**config.mk**
```make
export PLATFORM = sky130hd
export DESIGN_NAME = clipped_circle_span_rasterizer_core
export DESIGN_NICKNAME = d
export VERILOG_FILES = /design/src/design/ccsr_pkg.sv /design/src/design/clipped_circle_span_rasterizer_core.sv /design/src/design/ccsr_job_fifo.sv /design/src/design/ccsr_front.sv /design/src/design/ccsr_back.sv
export SDC_FILE = /design/constraint.sdc
export NUM_CORES = 1
export LEC_CHECK = 0
export ABC_AREA = 1
export BUFFER_PORTS_ARGS = -buffer_cell sky130_fd_sc_hd__buf_2
export CORE_ASPECT_RATIO = 0.9
export CORE_MARGIN = 2
export CORE_UTILIZATION = 63
export CTS_CLUSTER_SIZE = 12
export DETAILED_ROUTE_END_ITERATION = 6
export PLACE_DENSITY = 0.89
export SETUP_SLACK_MARGIN = 0.5
export SLEW_MARGIN = 5
export SYNTH_ARGS = -nofsm -noshare
export SYNTH_HDL_FRONTEND = slang
export SYNTH_SLANG_ARGS = --single-unit
```
**constraint.sdc**
```tcl
create_clock -name clk -period 29.9 [get_ports clk]
set_clock_uncertainty 0.2 [all_clocks]
set_input_delay 5.98 -clock clk [delete_from_list [all_inputs] [get_ports clk]]
set_output_delay 5.98 -clock clk [all_outputs]
set_load 0.01 [all_outputs]
```
**src/design/ccsr_pkg.sv**
```systemverilog
// Shared types and constants for the clipped circle span rasterizer.
// No dependencies; every other design file references this package.
package ccsr_pkg;

  localparam int COORD_W    = 12;  // signed center coordinates
  localparam int WIDE_W     = 13;  // coordinate arithmetic with headroom
  localparam int RAD_W      = 8;
  localparam int DIM_W      = 7;   // area size registers
  localparam int POS_W      = 6;   // screen rows / columns
  localparam int SQ_W       = 16;  // r*r and remainders
  localparam int DY_W       = 9;   // row offset from center, |dy| <= 255
  localparam int ROOT_STAGES = 8;  // one result bit per stage
  localparam int JOB_DEPTH  = 2;
  localparam int JOB_PTR_W  = 1;
  localparam int CFG_IDX_W  = 2;

  localparam logic [CFG_IDX_W-1:0] REG_AREA_WIDTH  = 2'd0;
  localparam logic [CFG_IDX_W-1:0] REG_AREA_HEIGHT = 2'd1;

  localparam logic [DIM_W-1:0] AREA_WIDTH_RST  = 7'd32;
  localparam logic [DIM_W-1:0] AREA_HEIGHT_RST = 7'd64;

  typedef struct packed {
    logic signed [COORD_W-1:0] center_x;
    logic signed [COORD_W-1:0] center_y;
    logic        [RAD_W-1:0]   radius;
  } in_item_t;

  typedef struct packed {
    logic [POS_W-1:0] span_row;
    logic [POS_W-1:0] span_start;
    logic [POS_W-1:0] span_end;
    logic             span_empty;
    logic             last_span;
  } out_item_t;

  // One circle after classification: the rows to walk and what each row needs.
  typedef struct packed {
    logic signed [COORD_W-1:0] cx;
    logic        [DIM_W-1:0]   area_w;
    logic        [SQ_W-1:0]    rr;
    logic        [POS_W-1:0]   y_first;
    logic        [POS_W-1:0]   y_last;
    logic signed [DY_W-1:0]    dy_first;
  } job_t;

  // One row in flight through the square root pipeline.
  typedef struct packed {
    logic signed [COORD_W-1:0] cx;
    logic        [DIM_W-1:0]   area_w;
    logic        [SQ_W-1:0]    rem;
    logic        [RAD_W-1:0]   root;
    logic        [POS_W-1:0]   row;
    logic                      last;
  } row_t;

endpackage

```
**src/design/clipped_circle_span_rasterizer_core.sv**
```systemverilog
// Clipped circle span rasterizer, top level. Depends on ccsr_pkg, ccsr_front,
// ccsr_back. A circle's first span passes through the queue, row setup, eight
// square root stages and one clip stage before it leaves.
// Throughput: one span per cycle while the output is not stalled, with a gap
// between circles while the row sequencer loads the next job.
// Dropped circles are never queued. Reset: area 32x64, queue and pipeline empty.
module clipped_circle_span_rasterizer_core #(
  parameter int MAX_AREA_DIM = 64
) (
  input  logic                                clk,
  input  logic                                rst_n,
  // circle requests
  input  logic                                in_valid,
  output logic                                in_stall,
  input  ccsr_pkg::in_item_t                  in_data,
  // span results
  output logic                                out_valid,
  input  logic                                out_stall,
  output ccsr_pkg::out_item_t                 out_data,
  // register writes
  input  logic                                cfg_valid,
  output logic                                cfg_ready,
  input  logic [ccsr_pkg::CFG_IDX_W-1:0]      cfg_index,
  input  logic [ccsr_pkg::DIM_W-1:0]          cfg_data
);

  localparam logic [ccsr_pkg::DIM_W-1:0] DIM_MAX = ccsr_pkg::DIM_W'(MAX_AREA_DIM);

  logic [ccsr_pkg::DIM_W-1:0] area_w_r, area_h_r;
  logic [ccsr_pkg::DIM_W-1:0] eff_w, eff_h;
  logic                       job_pop, job_avail;
  ccsr_pkg::job_t             job_head;

  // Register port never backs up; unknown indexes are ignored.
  assign cfg_ready = 1'b1;

  always_ff @(posedge clk) begin
    if (!rst_n) begin
      area_w_r <= ccsr_pkg::AREA_WIDTH_RST;
      area_h_r <= ccsr_pkg::AREA_HEIGHT_RST;
    end else if (cfg_valid) begin
      case (cfg_index)
        ccsr_pkg::REG_AREA_WIDTH:  area_w_r <= cfg_data;
        ccsr_pkg::REG_AREA_HEIGHT: area_h_r <= cfg_data;
        default: ;
      endcase
    end
  end

  // A size of zero behaves as one; oversize saturates at the area limit.
  always_comb begin
    eff_w = (area_w_r == '0) ? ccsr_pkg::DIM_W'(1)
          : (area_w_r > DIM_MAX) ? DIM_MAX : area_w_r;
    eff_h = (area_h_r == '0) ? ccsr_pkg::DIM_W'(1)
          : (area_h_r > DIM_MAX) ? DIM_MAX : area_h_r;
  end

  // Front: classify and clip row range; queue lets it run ahead of the back.
  ccsr_front u_front (
    .clk       (clk),
    .rst_n     (rst_n),
    .in_valid  (in_valid),
    .in_stall  (in_stall),
    .in_data   (in_data),
    .eff_w     (eff_w),
    .eff_h     (eff_h),
    .job_pop   (job_pop),
    .job_avail (job_avail),
    .job_head  (job_head)
  );

  // Back: one row per cycle, unless the output stalls, through the square root pipeline.
  ccsr_back u_back (
    .clk       (clk),
    .rst_n     (rst_n),
    .job_avail (job_avail),
    .job_head  (job_head),
    .job_pop   (job_pop),
    .out_valid (out_valid),
    .out_stall (out_stall),
    .out_data  (out_data)
  );

endmodule

```
**src/design/ccsr_job_fifo.sv**
```systemverilog
// Two-entry job queue between the circle classifier and the span engine.
// Depends on ccsr_pkg (job_t, depth constants).
module ccsr_job_fifo (
  input  logic           clk,
  input  logic           rst_n,
  input  logic           push,
  input  ccsr_pkg::job_t push_data,
  output logic           full,
  input  logic           pop,
  output logic           not_empty,
  output ccsr_pkg::job_t head
);

  ccsr_pkg::job_t                    mem_r [ccsr_pkg::JOB_DEPTH];
  logic [ccsr_pkg::JOB_PTR_W-1:0]    wr_ptr_r, wr_ptr_nxt;
  logic [ccsr_pkg::JOB_PTR_W-1:0]    rd_ptr_r, rd_ptr_nxt;
  logic [ccsr_pkg::JOB_PTR_W:0]      count_r, count_nxt;
  logic                              do_push, do_pop;

  assign full      = (count_r == (ccsr_pkg::JOB_PTR_W+1)'(ccsr_pkg::JOB_DEPTH));
  assign not_empty = (count_r != '0);
  assign head      = mem_r[rd_ptr_r];
  assign do_push   = push && !full;
  assign do_pop    = pop && not_empty;

  always_comb begin
    wr_ptr_nxt = wr_ptr_r + (ccsr_pkg::JOB_PTR_W)'(do_push);
    rd_ptr_nxt = rd_ptr_r + (ccsr_pkg::JOB_PTR_W)'(do_pop);
    count_nxt  = count_r + (ccsr_pkg::JOB_PTR_W+1)'(do_push)
                         - (ccsr_pkg::JOB_PTR_W+1)'(do_pop);
  end

  always_ff @(posedge clk) begin
    if (!rst_n) begin
      wr_ptr_r <= '0;
      rd_ptr_r <= '0;
      count_r  <= '0;
    end else begin
      wr_ptr_r <= wr_ptr_nxt;
      rd_ptr_r <= rd_ptr_nxt;
      count_r  <= count_nxt;
    end
  end

  always_ff @(posedge clk) begin
    if (do_push) begin
      mem_r[wr_ptr_r] <= push_data;
    end
  end

endmodule

```
**src/design/ccsr_front.sv**
```systemverilog
// Circle classifier: drops empty/off-screen circles, clips the row range
// and queues one job per visible circle. Depends on ccsr_pkg, ccsr_job_fifo.
module ccsr_front (
  input  logic                       clk,
  input  logic                       rst_n,
  input  logic                       in_valid,
  output logic                       in_stall,
  input  ccsr_pkg::in_item_t         in_data,
  input  logic [ccsr_pkg::DIM_W-1:0] eff_w,
  input  logic [ccsr_pkg::DIM_W-1:0] eff_h,
  input  logic                       job_pop,
  output logic                       job_avail,
  output ccsr_pkg::job_t             job_head
);

  logic signed [ccsr_pkg::WIDE_W-1:0] cx_e, cy_e, r_e, w_e, h_e;
  logic signed [ccsr_pkg::WIDE_W-1:0] x_lo, x_hi, y_lo, y_hi;
  logic signed [ccsr_pkg::WIDE_W-1:0] y_first, y_last, dy_first;
  logic                               drop, fifo_full;
  ccsr_pkg::job_t                     job;

  always_comb begin
    cx_e = ccsr_pkg::WIDE_W'(in_data.center_x);
    cy_e = ccsr_pkg::WIDE_W'(in_data.center_y);
    r_e  = signed'({5'd0, in_data.radius});
    w_e  = signed'({6'd0, eff_w});
    h_e  = signed'({6'd0, eff_h});
    x_lo = cx_e - r_e;
    x_hi = cx_e + r_e;
    y_lo = cy_e - r_e;
    y_hi = cy_e + r_e;
    drop = (in_data.radius == '0) || (x_hi < 0) || (x_lo >= w_e)
        || (y_hi < 0) || (y_lo >= h_e);
    y_first  = (y_lo < 0) ? '0 : y_lo;
    y_last   = (y_hi > h_e - 1) ? h_e - 1 : y_hi;
    dy_first = y_first - cy_e;

    job.cx       = in_data.center_x;
    job.area_w   = eff_w;
    job.rr       = {8'd0, in_data.radius} * {8'd0, in_data.radius};
    job.y_first  = y_first[ccsr_pkg::POS_W-1:0];
    job.y_last   = y_last[ccsr_pkg::POS_W-1:0];
    job.dy_first = dy_first[ccsr_pkg::DY_W-1:0];
  end

  assign in_stall = fifo_full;

  ccsr_job_fifo u_job_fifo (
    .clk       (clk),
    .rst_n     (rst_n),
    .push      (in_valid && !drop),
    .push_data (job),
    .full      (fifo_full),
    .pop       (job_pop),
    .not_empty (job_avail),
    .head      (job_head)
  );

endmodule

```
**src/design/ccsr_back.sv**
```systemverilog
// Span engine: walks the rows of one job, runs each through a bit-per-stage
// square root pipeline, clips the span and holds it in the output register.
// Depends on ccsr_pkg.
module ccsr_back (
  input  logic                clk,
  input  logic                rst_n,
  input  logic                job_avail,
  input  ccsr_pkg::job_t      job_head,
  output logic                job_pop,
  output logic                out_valid,
  input  logic                out_stall,
  output ccsr_pkg::out_item_t out_data
);

  localparam int NS = ccsr_pkg::ROOT_STAGES;

  // row sequencer
  logic                               active_r;
  ccsr_pkg::job_t                     job_r;
  logic [ccsr_pkg::POS_W-1:0]         cur_y_r;
  logic signed [ccsr_pkg::DY_W-1:0]   cur_dy_r;
  logic                               adv, row_last;
  logic [ccsr_pkg::DY_W-1:0]          dy_neg;
  logic [ccsr_pkg::RAD_W-1:0]         abs_dy;
  logic [ccsr_pkg::SQ_W-1:0]          dy_sq;
  ccsr_pkg::row_t                     issue;

  // pipeline and output
  ccsr_pkg::row_t                     sq_r   [NS+1];
  logic                               sq_v_r [NS+1];
  logic                               out_valid_r;
  ccsr_pkg::out_item_t                out_data_r, out_nxt;
  logic signed [ccsr_pkg::WIDE_W-1:0] cx_e, dx_e, w_e, xs, xe;
  logic                               empty;

  // whole pipeline moves together when the output slot frees up
  assign adv      = !out_valid_r || !out_stall;
  assign job_pop  = !active_r && job_avail;
  assign row_last = (cur_y_r == job_r.y_last);

  always_comb begin
    dy_neg       = ccsr_pkg::DY_W'(-cur_dy_r);
    abs_dy       = cur_dy_r[ccsr_pkg::DY_W-1] ? dy_neg[ccsr_pkg::RAD_W-1:0]
                                              : cur_dy_r[ccsr_pkg::RAD_W-1:0];
    dy_sq        = {8'd0, abs_dy} * {8'd0, abs_dy};
    issue.cx     = job_r.cx;
    issue.area_w = job_r.area_w;
    issue.rem    = job_r.rr - dy_sq;  // never negative: |dy| <= r
    issue.root   = '0;
    issue.row    = cur_y_r;
    issue.last   = row_last;
  end

  always_ff @(posedge clk) begin
    if (!rst_n) begin
      active_r <= 1'b0;
    end else if (job_pop) begin
      active_r <= 1'b1;
    end else if (active_r && adv && row_last) begin
      active_r <= 1'b0;
    end
  end

  always_ff @(posedge clk) begin
    if (job_pop) begin
      job_r    <= job_head;
      cur_y_r  <= job_head.y_first;
      cur_dy_r <= job_head.dy_first;
    end else if (active_r && adv) begin
      cur_y_r  <= cur_y_r + 1'b1;
      cur_dy_r <= cur_dy_r + signed'(ccsr_pkg::DY_W'(1));
    end
  end

  always_ff @(posedge clk) begin
    if (!rst_n) begin
      sq_v_r[0] <= 1'b0;
    end else if (adv) begin
      sq_v_r[0] <= active_r;
    end
  end

  always_ff @(posedge clk) begin
    if (adv) begin
      sq_r[0] <= issue;
    end
  end

  // stage k decides root bit 7-k
  for (genvar k = 0; k < NS; k++) begin : g_root
    localparam logic [ccsr_pkg::RAD_W-1:0] BIT = ccsr_pkg::RAD_W'(1 << (NS - 1 - k));
    logic [ccsr_pkg::RAD_W-1:0] trial;
    logic [ccsr_pkg::SQ_W-1:0]  trial_sq;
    ccsr_pkg::row_t             nxt;

    always_comb begin
      trial    = sq_r[k].root | BIT;
      trial_sq = {8'd0, trial} * {8'd0, trial};
      nxt      = sq_r[k];
      if (trial_sq <= sq_r[k].rem) begin
        nxt.root = trial;
      end
    end

    always_ff @(posedge clk) begin
      if (!rst_n) begin
        sq_v_r[k+1] <= 1'b0;
      end else if (adv) begin
        sq_v_r[k+1] <= sq_v_r[k];
      end
    end

    always_ff @(posedge clk) begin
      if (adv) begin
        sq_r[k+1] <= nxt;
      end
    end
  end

  // clip to the area and flag empty rows
  always_comb begin
    cx_e = ccsr_pkg::WIDE_W'(sq_r[NS].cx);
    dx_e = signed'({5'd0, sq_r[NS].root});
    w_e  = signed'({6'd0, sq_r[NS].area_w});
    xs   = cx_e - dx_e;
    xe   = cx_e + dx_e;
    if (xs < 0) begin
      xs = '0;
    end
    if (xe > w_e - 1) begin
      xe = w_e - 1;
    end
    empty = (xs > xe);
    out_nxt.span_row   = sq_r[NS].row;
    out_nxt.span_start = empty ? '0 : xs[ccsr_pkg::POS_W-1:0];
    out_nxt.span_end   = empty ? '0 : xe[ccsr_pkg::POS_W-1:0];
    out_nxt.span_empty = empty;
    out_nxt.last_span  = sq_r[NS].last;
  end

  always_ff @(posedge clk) begin
    if (!rst_n) begin
      out_valid_r <= 1'b0;
    end else if (adv) begin
      out_valid_r <= sq_v_r[NS];
    end
  end

  always_ff @(posedge clk) begin
    if (adv) begin
      out_data_r <= out_nxt;
    end
  end

  assign out_valid = out_valid_r;
  assign out_data  = out_data_r;

endmodule
```
==> results of run 1 <==
## state kept, by name, summed over array words and instances, names as in the netlist, named ones only
name                         cells
area_w_r                         7
area_h_r                         7
u_back.sq_v_r                    9
u_back.out_valid                 1
u_back.sq_r                    398
u_back.cur_dy_r                  9
u_back.job_r                    21
u_front.u_job_fifo.count_r       2
u_back.out_data                 20
u_front.u_job_fifo.wr_ptr_r      1
u_front.u_job_fifo.rd_ptr_r      1
u_front.u_job_fifo.mem_r       110
u_back.active_r                  1
u_back.issue                    19
u_back.cur_y_r                   6
## worst reg2reg max path: stages, from the launching register on
cell and delay [ns]:
edfxtp_1 0.52, clkinv_1 0.40, ha_1 0.40, or2_2 0.33
xor2_1 0.41, inv_1 0.29, nor2_1 0.27, inv_1 0.10
fa_1 0.50, inv_1 0.05, fa_1 0.46, fa_1 0.55
inv_1 0.06, fa_1 0.47, ha_1 0.40, a21oi_1 0.21
inv_1 0.10, a31oi_1 0.14, o21ai_0 0.08, a21oi_1 0.16
xor2_1 0.10
## cells by family (layout without fill, tap and decap cells)
kind of cell               Yosys count  after routing  synth area share
DFF                                613            613             0.525
adders and majority gates          459            459             0.192
and+or+nand+nor                    836            836             0.101
muxes                               50             50            0.0160
xor gates and xnor gates           150            150            0.0380
buffers and inverters              669            796            0.0737
other                                2              9          0.000217
AOI/OAI and AO/OA                  336            336            0.0541
## cell usage after synthesis (all sizes together) (42+ instances only)
| cell type | number | share of area |
|---|---|---|
| nor2 | 186 | 0.020 |
| ha | 338 | 0.12 |
| mux2 | 43 | 0.014 |
| edfxtp | 591 | 0.51 |
| inv | 621 | 0.067 |
| xor2 | 108 | 0.027 |
| nand2 | 474 | 0.051 |
| xnor2 | 42 | 0.011 |
| o21ai | 106 | 0.015 |
| a21oi | 163 | 0.024 |
| nand3 | 85 | 0.012 |
| fa | 121 | 0.070 |
## layout by cell type, fill, tap and decap left out, types with 4 or more instances in the layout
cell	n
inv_1	618
edfxtp_1	591
nand2_1	472
ha_1	336
nor2_1	182
a21oi_1	161
fa_1	121
xor2_1	108
o21ai_0	100
nand3_1	85
buf_2	67
clkbuf_16	61
mux2_2	43
xnor2_1	42
nand4_1	30
nor3_1	27
dfxtp_1	21
clkbuf_1	18
o211ai_1	12
nor4_1	10
conb_1	9
a31oi_1	7
o31ai_1	7
clkinv_1	7
o21bai_1	7
mux2i_1	7
buf_4	7
a21o_1	6
o2111ai_1	6
nand3b_1	6
o21ai_1	5
or2_2	5
o221ai_1	5
a211oi_1	5
nor2_2	4
nor3b_1	4
## per-stage QoR
stage	utilization	setup WS (ns)	area [sq um]	instances	hold WS, ns
2_1_floorplan	-	12.48	34600	3122	0.200
3_3_place_gp	0.658	19.85	35700	3856	0.200
3_5_place_dp	0.658	19.73	35700	3856	0.205
4_1_cts	0.692	20.38	37600	3954	0.213
5_1_grt	0.692	20.01	37600	3954	0.221
6_report	0.692	20.38	37600	3954	0.214
## layer usage
layer | routed length (um) | GRT usage | vias to the layer above | share of wire
met5 | 0 | 0 | - | 0
met4 | 3180 | 0.111 | 0 | 0.045
met3 | 4700 | 0.0393 | 280 | 0.066
met2 | 35600 | 0.450 | 1019 | 0.50
met1 | 27500 | 0.312 | 10700 | 0.39
li1 | - | - | 10500 | -
## path summary, 6_finish.rpt
kind	startpoint	endpoint	slack, ns	depth (start not counted)
max	in_data[2]	u_front.u_job_fifo.mem_r[0][33]	20.38	16
min	u_back.sq_r[3][93]	u_back.sq_r[4][43]	0.21	0
max reg2reg	u_back.cur_dy_r[0]	u_back.sq_r[0][28]	23.40	20
min reg2reg	u_back.sq_r[3][93]	u_back.sq_r[4][43]	0.21	0
## final cells by class
class / count / area, sq um / area share
repair buffers: 75 / 408 / 0.0109
clock inverters: 15 / 186 / 0.00496
clock buffers: 83 / 1640 / 0.0437
multi-input cells: 1840 / 13900 / 0.371
well taps: 705 / 882 / 0.0235
flip-flops and latches: 613 / 18200 / 0.484
inverters: 623 / 2340 / 0.0622
==> out/metrics.csv, run 1 <==
metric,value,unit
drt_iter0_drc,2084,
cts_tree,done,
n_fill_cell,3500,
cts_hold_buffers,0,
hold_class,reg2reg,
postRouteAntennaNets,0,
end_kind,register,
grt_max_degree,202,
wl_per_cell,17.9,um
yosys_most_used_dff,edfxtp_1,
yosysUniqueCellTypes,55,
fin_crit_sh,0.319,
portBuffers,67,
start_kind,input port,
num_antenna_cells,0,
firstDrtPassIters,7,
fin_nets,3719,
worstPathArrival,9.71,ns
grt_setup_unrepaired,no,
htree_levels,2,
worstPathMaxFanout,13,
max_stage_delay,0.56,ns
syn_to_final_growth,8.54,%
clock-sinks,613,
slowest_stage,fa_1,
numCtsBuffers,61,
grt_use_total,0.255,
clockRootBuffer,clkbuf_16,
cp_num_buf_inv,4,
max_freq,105,MHz
synthCells,3115,
outcome,"finished, violations left",
die_h,226,um
ys.warnings.count,0,
required,30.09,ns
post_cts_buffers,0,
drt_wl_total,71000,um
maxSlewViolCount,0,
dp_hpwl,48200,um
synth_edf_count,591,
relSlewSlack,0.229,
gr-total-overflow,0,
dieArea,56800,sq um
cts_resized,0,
clk_path_buf_depth,3,
antenna_found_initial,0,
setup_viol,0,
synth_area,34600,sq um
synth_seq_cells,613,
max_cap_violations,0,
worst_pin_slew,1.16,ns
grt_first_pass_wirelength,114000,um
yosysSeqAreaShare,0.525,
io-pin-count,69,
crit_chain,buf_2 > nand2_1 > inv_1 > fa_1 > inv_1 > fa_1 > fa_1 > inv_1 > fa_1 > ha_1 > a21oi_1 > o21ai_0 > a21oi_1 > nor2_1 > nor2_1 > xor2_1,
vias_per_cell,5.69,
fin_setup_tns,0,ns
syn_avg_cell_area,11.1,sq um
place_congestion,0.922,
route.detailed.drc,3,
dr_total_vias,22500,
initial_core_util,0.637,
clkLatencyLatePin,0.65,ns
async_flop_share,0,
worst_path_most_repeated_cell,fa_1,
clk_pin_slew_worst_paths,0.06,ns
grt_pass1_vias,22900,
fp-row-count,81,
hold_violations,0,
min_period,9.52,ns
coreArea,54300,sq um
path_class,in2reg,
die_x,251,um
drive_gt1_frac,0.0668,
critPathTopFamily,adder cells,
violations,DRC,
Power of run 1 is not shown: default switching activity piles up to over one toggle a cycle in this logic, so the estimate is an artifact.
==> run 2: changes to the inputs <==
==> constraint.sdc (replaced) <==
create_clock -name clk -period 9.84 [get_ports clk]
set_clock_uncertainty 0.2 [all_clocks]
set_input_delay 1.968 -clock clk [delete_from_list [all_inputs] [get_ports clk]]
set_output_delay 1.968 -clock clk [all_outputs]
set_load 0.01 [all_outputs]
==> out/metrics.csv, run 2 (synthesis gave the netlist of run 1 again) <==
metric,value,unit
dr_total_vias,22100,
numCtsBuffers,61,
hold_class,reg2reg,
use_met3,0.0357,
initial_core_util,0.637,
die_h,226,um
place_congestion,0.955,
dp_cells,3856,
setup_viol,0,
worst_pin_slew,1.01,ns
antenna_found_initial,0,
grtUsageMet1,0.304,
route.detailed.drc,0,
hold_violations,0,
syn_to_final_growth,8.53,%
final_common_cell,inv_1,
fin_crit_sh,0.641,
outcome,"finished, final reports clean",
cts_resized,0,
cts_hold_buffers,0,
critPathLaunch,u_back.sq_r[3][12],
dieArea,56800,sq um
firstDrtPassIters,5,
gr-total-overflow,0,
start_kind,register,
reg2reg_to,u_back.sq_r[3][58],
r2r-start,u_back.sq_r[3][12],
grt_use_met2,0.437,
min_period,6.31,ns
htree_levels,2,
endpoint,u_back.sq_r[3][58],
postRouteAntennaNets,0,
fp-row-count,81,
end_kind,register,
clockRootBuffer,clkbuf_16,
required,10.00,ns
r2r_slack,3.53,ns
cts_tree,done,
io-pin-count,69,
drive_gt1_frac,0.0665,
vias_per_cell,5.59,
top_register,u_back.sq_r,
maxSlewViolCount,0,
max_cap_violations,0,
die_x,251,um
drt_iter0_drc,2002,
relSlewSlack,0.326,
clkLatencyLatePin,0.63,ns
grt_max_degree,178,
worstPathArrival,6.46,ns
grt_pass1_vias,22100,
largest_reg_flops,398,
final_cell_mix,"inv_1 (618), edfxtp_1 (591), nand2_1 (472), ha_1 (336), nor2_1 (182)",
clock-sinks,613,
post_cts_buffers,0,
wl_per_cell,17.2,um
drt_wl_total,68100,um
portBuffers,67,
grt_setup_unrepaired,no,
clk_path_buf_depth,3,
max_freq,159,MHz
instances_no_fill,3952,
fin_nets,3719,
dp_hpwl,47400,um
fin_setup_tns,0,ns
clk_pin_slew_worst_paths,0.06,ns
coreArea,54300,sq um
num_antenna_cells,0,
grt_first_pass_wirelength,110000,um
r2r_cells,20,
top_regs,"u_back.sq_r: 398 flops, u_front.u_job_fifo.mem_r: 110 flops, u_back.job_r: 21 flops",
grt_busiest_layer,met2,
path_class,reg2reg,
grt_use_total,0.244,
worstPathMaxFanout,10,
-- run 2: metrics by stage --
stage | instance area [sq um] | hold slack (ns) | setup slack (ns) | utilization
3_5_place_dp | 35800 | 0.205 | 3.74 | 0.658
3_3_place_gp | 35800 | 0.200 | 3.80 | 0.658
4_1_cts | 37600 | 0.202 | 3.60 | 0.692
6_report | 37600 | 0.212 | 3.53 | 0.692
5_1_grt | 37600 | 0.214 | 3.38 | 0.692
2_1_floorplan | 34600 | 0.200 | 0.648 | -
-- run 2: how the worst min path moves through the flow --
stage | start | cells after the start | slack (ns) | to
floorplan | u_back.sq_r[4][0] | 0 | 0.20 | u_back.out_data[0]
global placement | u_back.sq_r[0][3] | 0 | 0.20 | u_back.sq_r[0][53]
detailed placement | u_back.issue[35] | 0 | 0.20 | u_back.sq_r[0][35]
CTS | u_back.sq_r[0][40] | 0 | 0.20 | u_back.sq_r[0][90]
global route | u_back.sq_r[1][51] | 0 | 0.21 | u_back.sq_r[2][1]
finish | u_back.sq_r[0][39] | 0 | 0.21 | u_back.sq_r[0][89]
-- run 2: critical path: stages (launching register included) --
cell and delay, ns:
edfxtp_1 0.65, ha_1 0.41, fa_1 0.55, inv_1 0.08, fa_1 0.54, fa_1 0.52, fa_1 0.56, inv_1 0.05
ha_1 0.37, a21oi_1 0.26, o221ai_1 0.19, nor2_1 0.24, o21ai_0 0.18, xor2_1 0.18, inv_1 0.09, ha_1 0.34
nand3_1 0.09, nor3_1 0.23, nand2_1 0.09, o2111ai_1 0.09, nand2_1 0.10
-- run 2: layout make-up --
type                    instances  area (sq um)
multi-input cells            1840         13900
repair buffers                 75           408
well taps                     705           882
flip-flops and latches        613         18200
clock inverters                12           149
clock buffers                  84          1660
fillers                      3580         16800
inverters                     623          2340
-- run 2: per-layer routing --
metal / part of all wire / wire, um / vias to the layer above
met5: 0 / 0 / -
met4: 0.036 / 2430 / 0
met3: 0.058 / 3960 / 207
met2: 0.51 / 34400 / 882
met1: 0.40 / 27200 / 10500
li1: - / - / 10500
Power of run 2 is left out for the same reason.
==> run 3: changes to the inputs <==
--- a/config.mk
+++ b/config.mk
@@ -9,10 +9,10 @@
 export BUFFER_PORTS_ARGS = -buffer_cell sky130_fd_sc_hd__buf_2
 export CORE_ASPECT_RATIO = 0.9
 export CORE_MARGIN = 2
-export CORE_UTILIZATION = 63
+export CORE_UTILIZATION = 58
 export CTS_CLUSTER_SIZE = 12
 export DETAILED_ROUTE_END_ITERATION = 6
-export PLACE_DENSITY = 0.89
+export PLACE_DENSITY = 0.86
 export SETUP_SLACK_MARGIN = 0.5
 export SLEW_MARGIN = 5
 export SYNTH_ARGS = -nofsm -noshare
==> constraint.sdc (replaced) <==
create_clock -name clk -period 5.75 [get_ports clk]
set_clock_uncertainty 0.2 [all_clocks]
set_input_delay 1.15 -clock clk [delete_from_list [all_inputs] [get_ports clk]]
set_output_delay 1.15 -clock clk [all_outputs]
set_load 0.01 [all_outputs]
==> out/metrics.csv, run 3 (synthesis gave the netlist of run 1 again) <==
metric,value,unit
fin_ws,0.334,ns
regArea,18200,sq um
min_to,u_back.sq_r[1][54],
largest_reg_flops,398,
fin_crit_sh,0.942,
min-delay-start,u_back.sq_r[1][4],
clk_pin_slew_worst_paths,0.06,ns
top_register,u_back.sq_r,
reg2reg_to,u_back.sq_r[0][28],
wl_per_cell,17.8,um
htree_levels,3,
start_kind,register,
top_regs,"u_back.sq_r: 398 flops, u_front.u_job_fifo.mem_r: 110 flops, u_back.job_r: 21 flops",
clock-sinks,613,
post_dp_cell_area,36100,sq um
hold_class,reg2reg,
r2r_cells,20,
fp-row-count,84,
place_ws,0.199,ns
firstDrtPassIters,7,
worstPathArrival,5.64,ns
hold-worst-slack,0.201,ns
r2r_slack,0.33,ns
grt_pass1_vias,22300,
cts_tree,done,
die_x,262,um
drt_wl_total,73300,um
antenna_found_initial,1,
clockRootBuffer,clkbuf_16,
final_cell_mix,"inv_1 (607), edfxtp_1 (591), nand2_1 (452), ha_1 (317), nor2_1 (166)",
design_area,39200,sq um
vias_per_cell,5.54,
final_common_cell,inv_1,
end_kind,register,
die_h,236,um
setup_viol,0,
portBuffers,67,
grt_use_total,0.225,
drive_gt1_frac,0.125,
path_class,reg2reg,
io-pin-count,69,
syn_to_final_growth,13.2,%
multiInputGateArea,14500,sq um
holdPathStages,0,
grt_setup_unrepaired,yes,
min_period,5.42,ns
maxSlewViolCount,0,
clkLatencyLatePin,0.63,ns
postRouteAntennaNets,0,
n_fill_cell,3848,
relSlewSlack,0.355,
gr-total-overflow,0,
worst_pin_slew,0.967,ns
violations,DRC,
initial_core_util,0.589,
outcome,"finished, violations left",
coreArea,58800,sq um
dieArea,61700,sq um
fin_nets,3809,
grt_first_pass_wirelength,110000,um
worstPathMaxFanout,6,
dp_hpwl,46200,um
fin_setup_tns,0,ns
route.detailed.drc,1,
dr_total_vias,22800,
max_freq,185,MHz
place_congestion,0.935,
num_antenna_cells,0,
required,5.98,ns
hold_violations,0,
drt_iter0_drc,2271,
max_cap_violations,0,
numCtsBuffers,66,
clk_path_buf_depth,3,
grt_max_degree,127,
r2r-start,u_back.cur_dy_r[0],
==> run 3: routing by layer <==
metal | vias to the layer above | GRT usage | share of wire
met3 | 248 | 0.0349 | 0.064
li1 | 10700 | - | -
met4 | 0 | 0.0890 | 0.042
met1 | 10900 | 0.278 | 0.38
met2 | 997 | 0.394 | 0.51
met5 | - | 0 | 0
==> run 3: worst max-delay path by stage <==
stage / start / end / slack [ns] / cells after the start
finish: u_back.cur_dy_r[0] / u_back.sq_r[0][28] / 0.33 / 20
global route: u_back.cur_dy_r[0] / u_back.sq_r[0][28] / 0.19 / 20
CTS: u_back.cur_dy_r[0] / u_back.sq_r[0][28] / 0.50 / 22
detailed placement: u_back.cur_dy_r[0] / u_back.sq_r[0][28] / 0.20 / 20
global placement: u_back.cur_dy_r[0] / u_back.sq_r[0][28] / 0.43 / 20
floorplan: in_data[2] / u_front.u_job_fifo.mem_r[1][0] / 0.15 / 21
==> run 3: area by class of cell <==
class | count | share of cell area
clock buffers | 84 | 0.0444
clock inverters | 23 | 0.00782
inverters | 623 | 0.0600
multi-input cells | 1842 | 0.371
flip-flops and latches | 613 | 0.464
well taps | 774 | 0.0247
repair buffers | 158 | 0.0282
==> run 3: critical path: stages (launching register included) <==
cell and delay (ns):
edfxtp_1 0.43, clkinv_4 0.11, ha_4 0.19, or2_4 0.28, xor2_4 0.21, inv_4 0.09
nor2_4 0.18, inv_1 0.09, fa_1 0.48, inv_1 0.06, fa_1 0.50, fa_1 0.58
inv_1 0.07, fa_1 0.53, ha_4 0.23, a21oi_2 0.14, inv_1 0.09, a31oi_1 0.21
o21ai_0 0.13, a21oi_1 0.18, xor2_1 0.24
==> run 3: what timing repair did <==
| item | in CTS | in global routing |
|---|---|---|
| pin swaps | 12 | 68 |
| cloned | 0 | 2 |
| setup buffers | 24 | 36 |
| setup endpoints to repair | 11 | 25 |
| hold buffers | 0 | 0 |
| gates resized for setup | 45 | 112 |
==> run 3: per-stage QoR <==
step           std cells   util
3_3_place_gp        3948  0.614
4_1_cts             4079  0.655
5_1_grt             4117  0.667
3_5_place_dp        3948  0.614
6_report            4117  0.667
2_1_floorplan       3122      -
Power of run 3 is left out for the same reason.
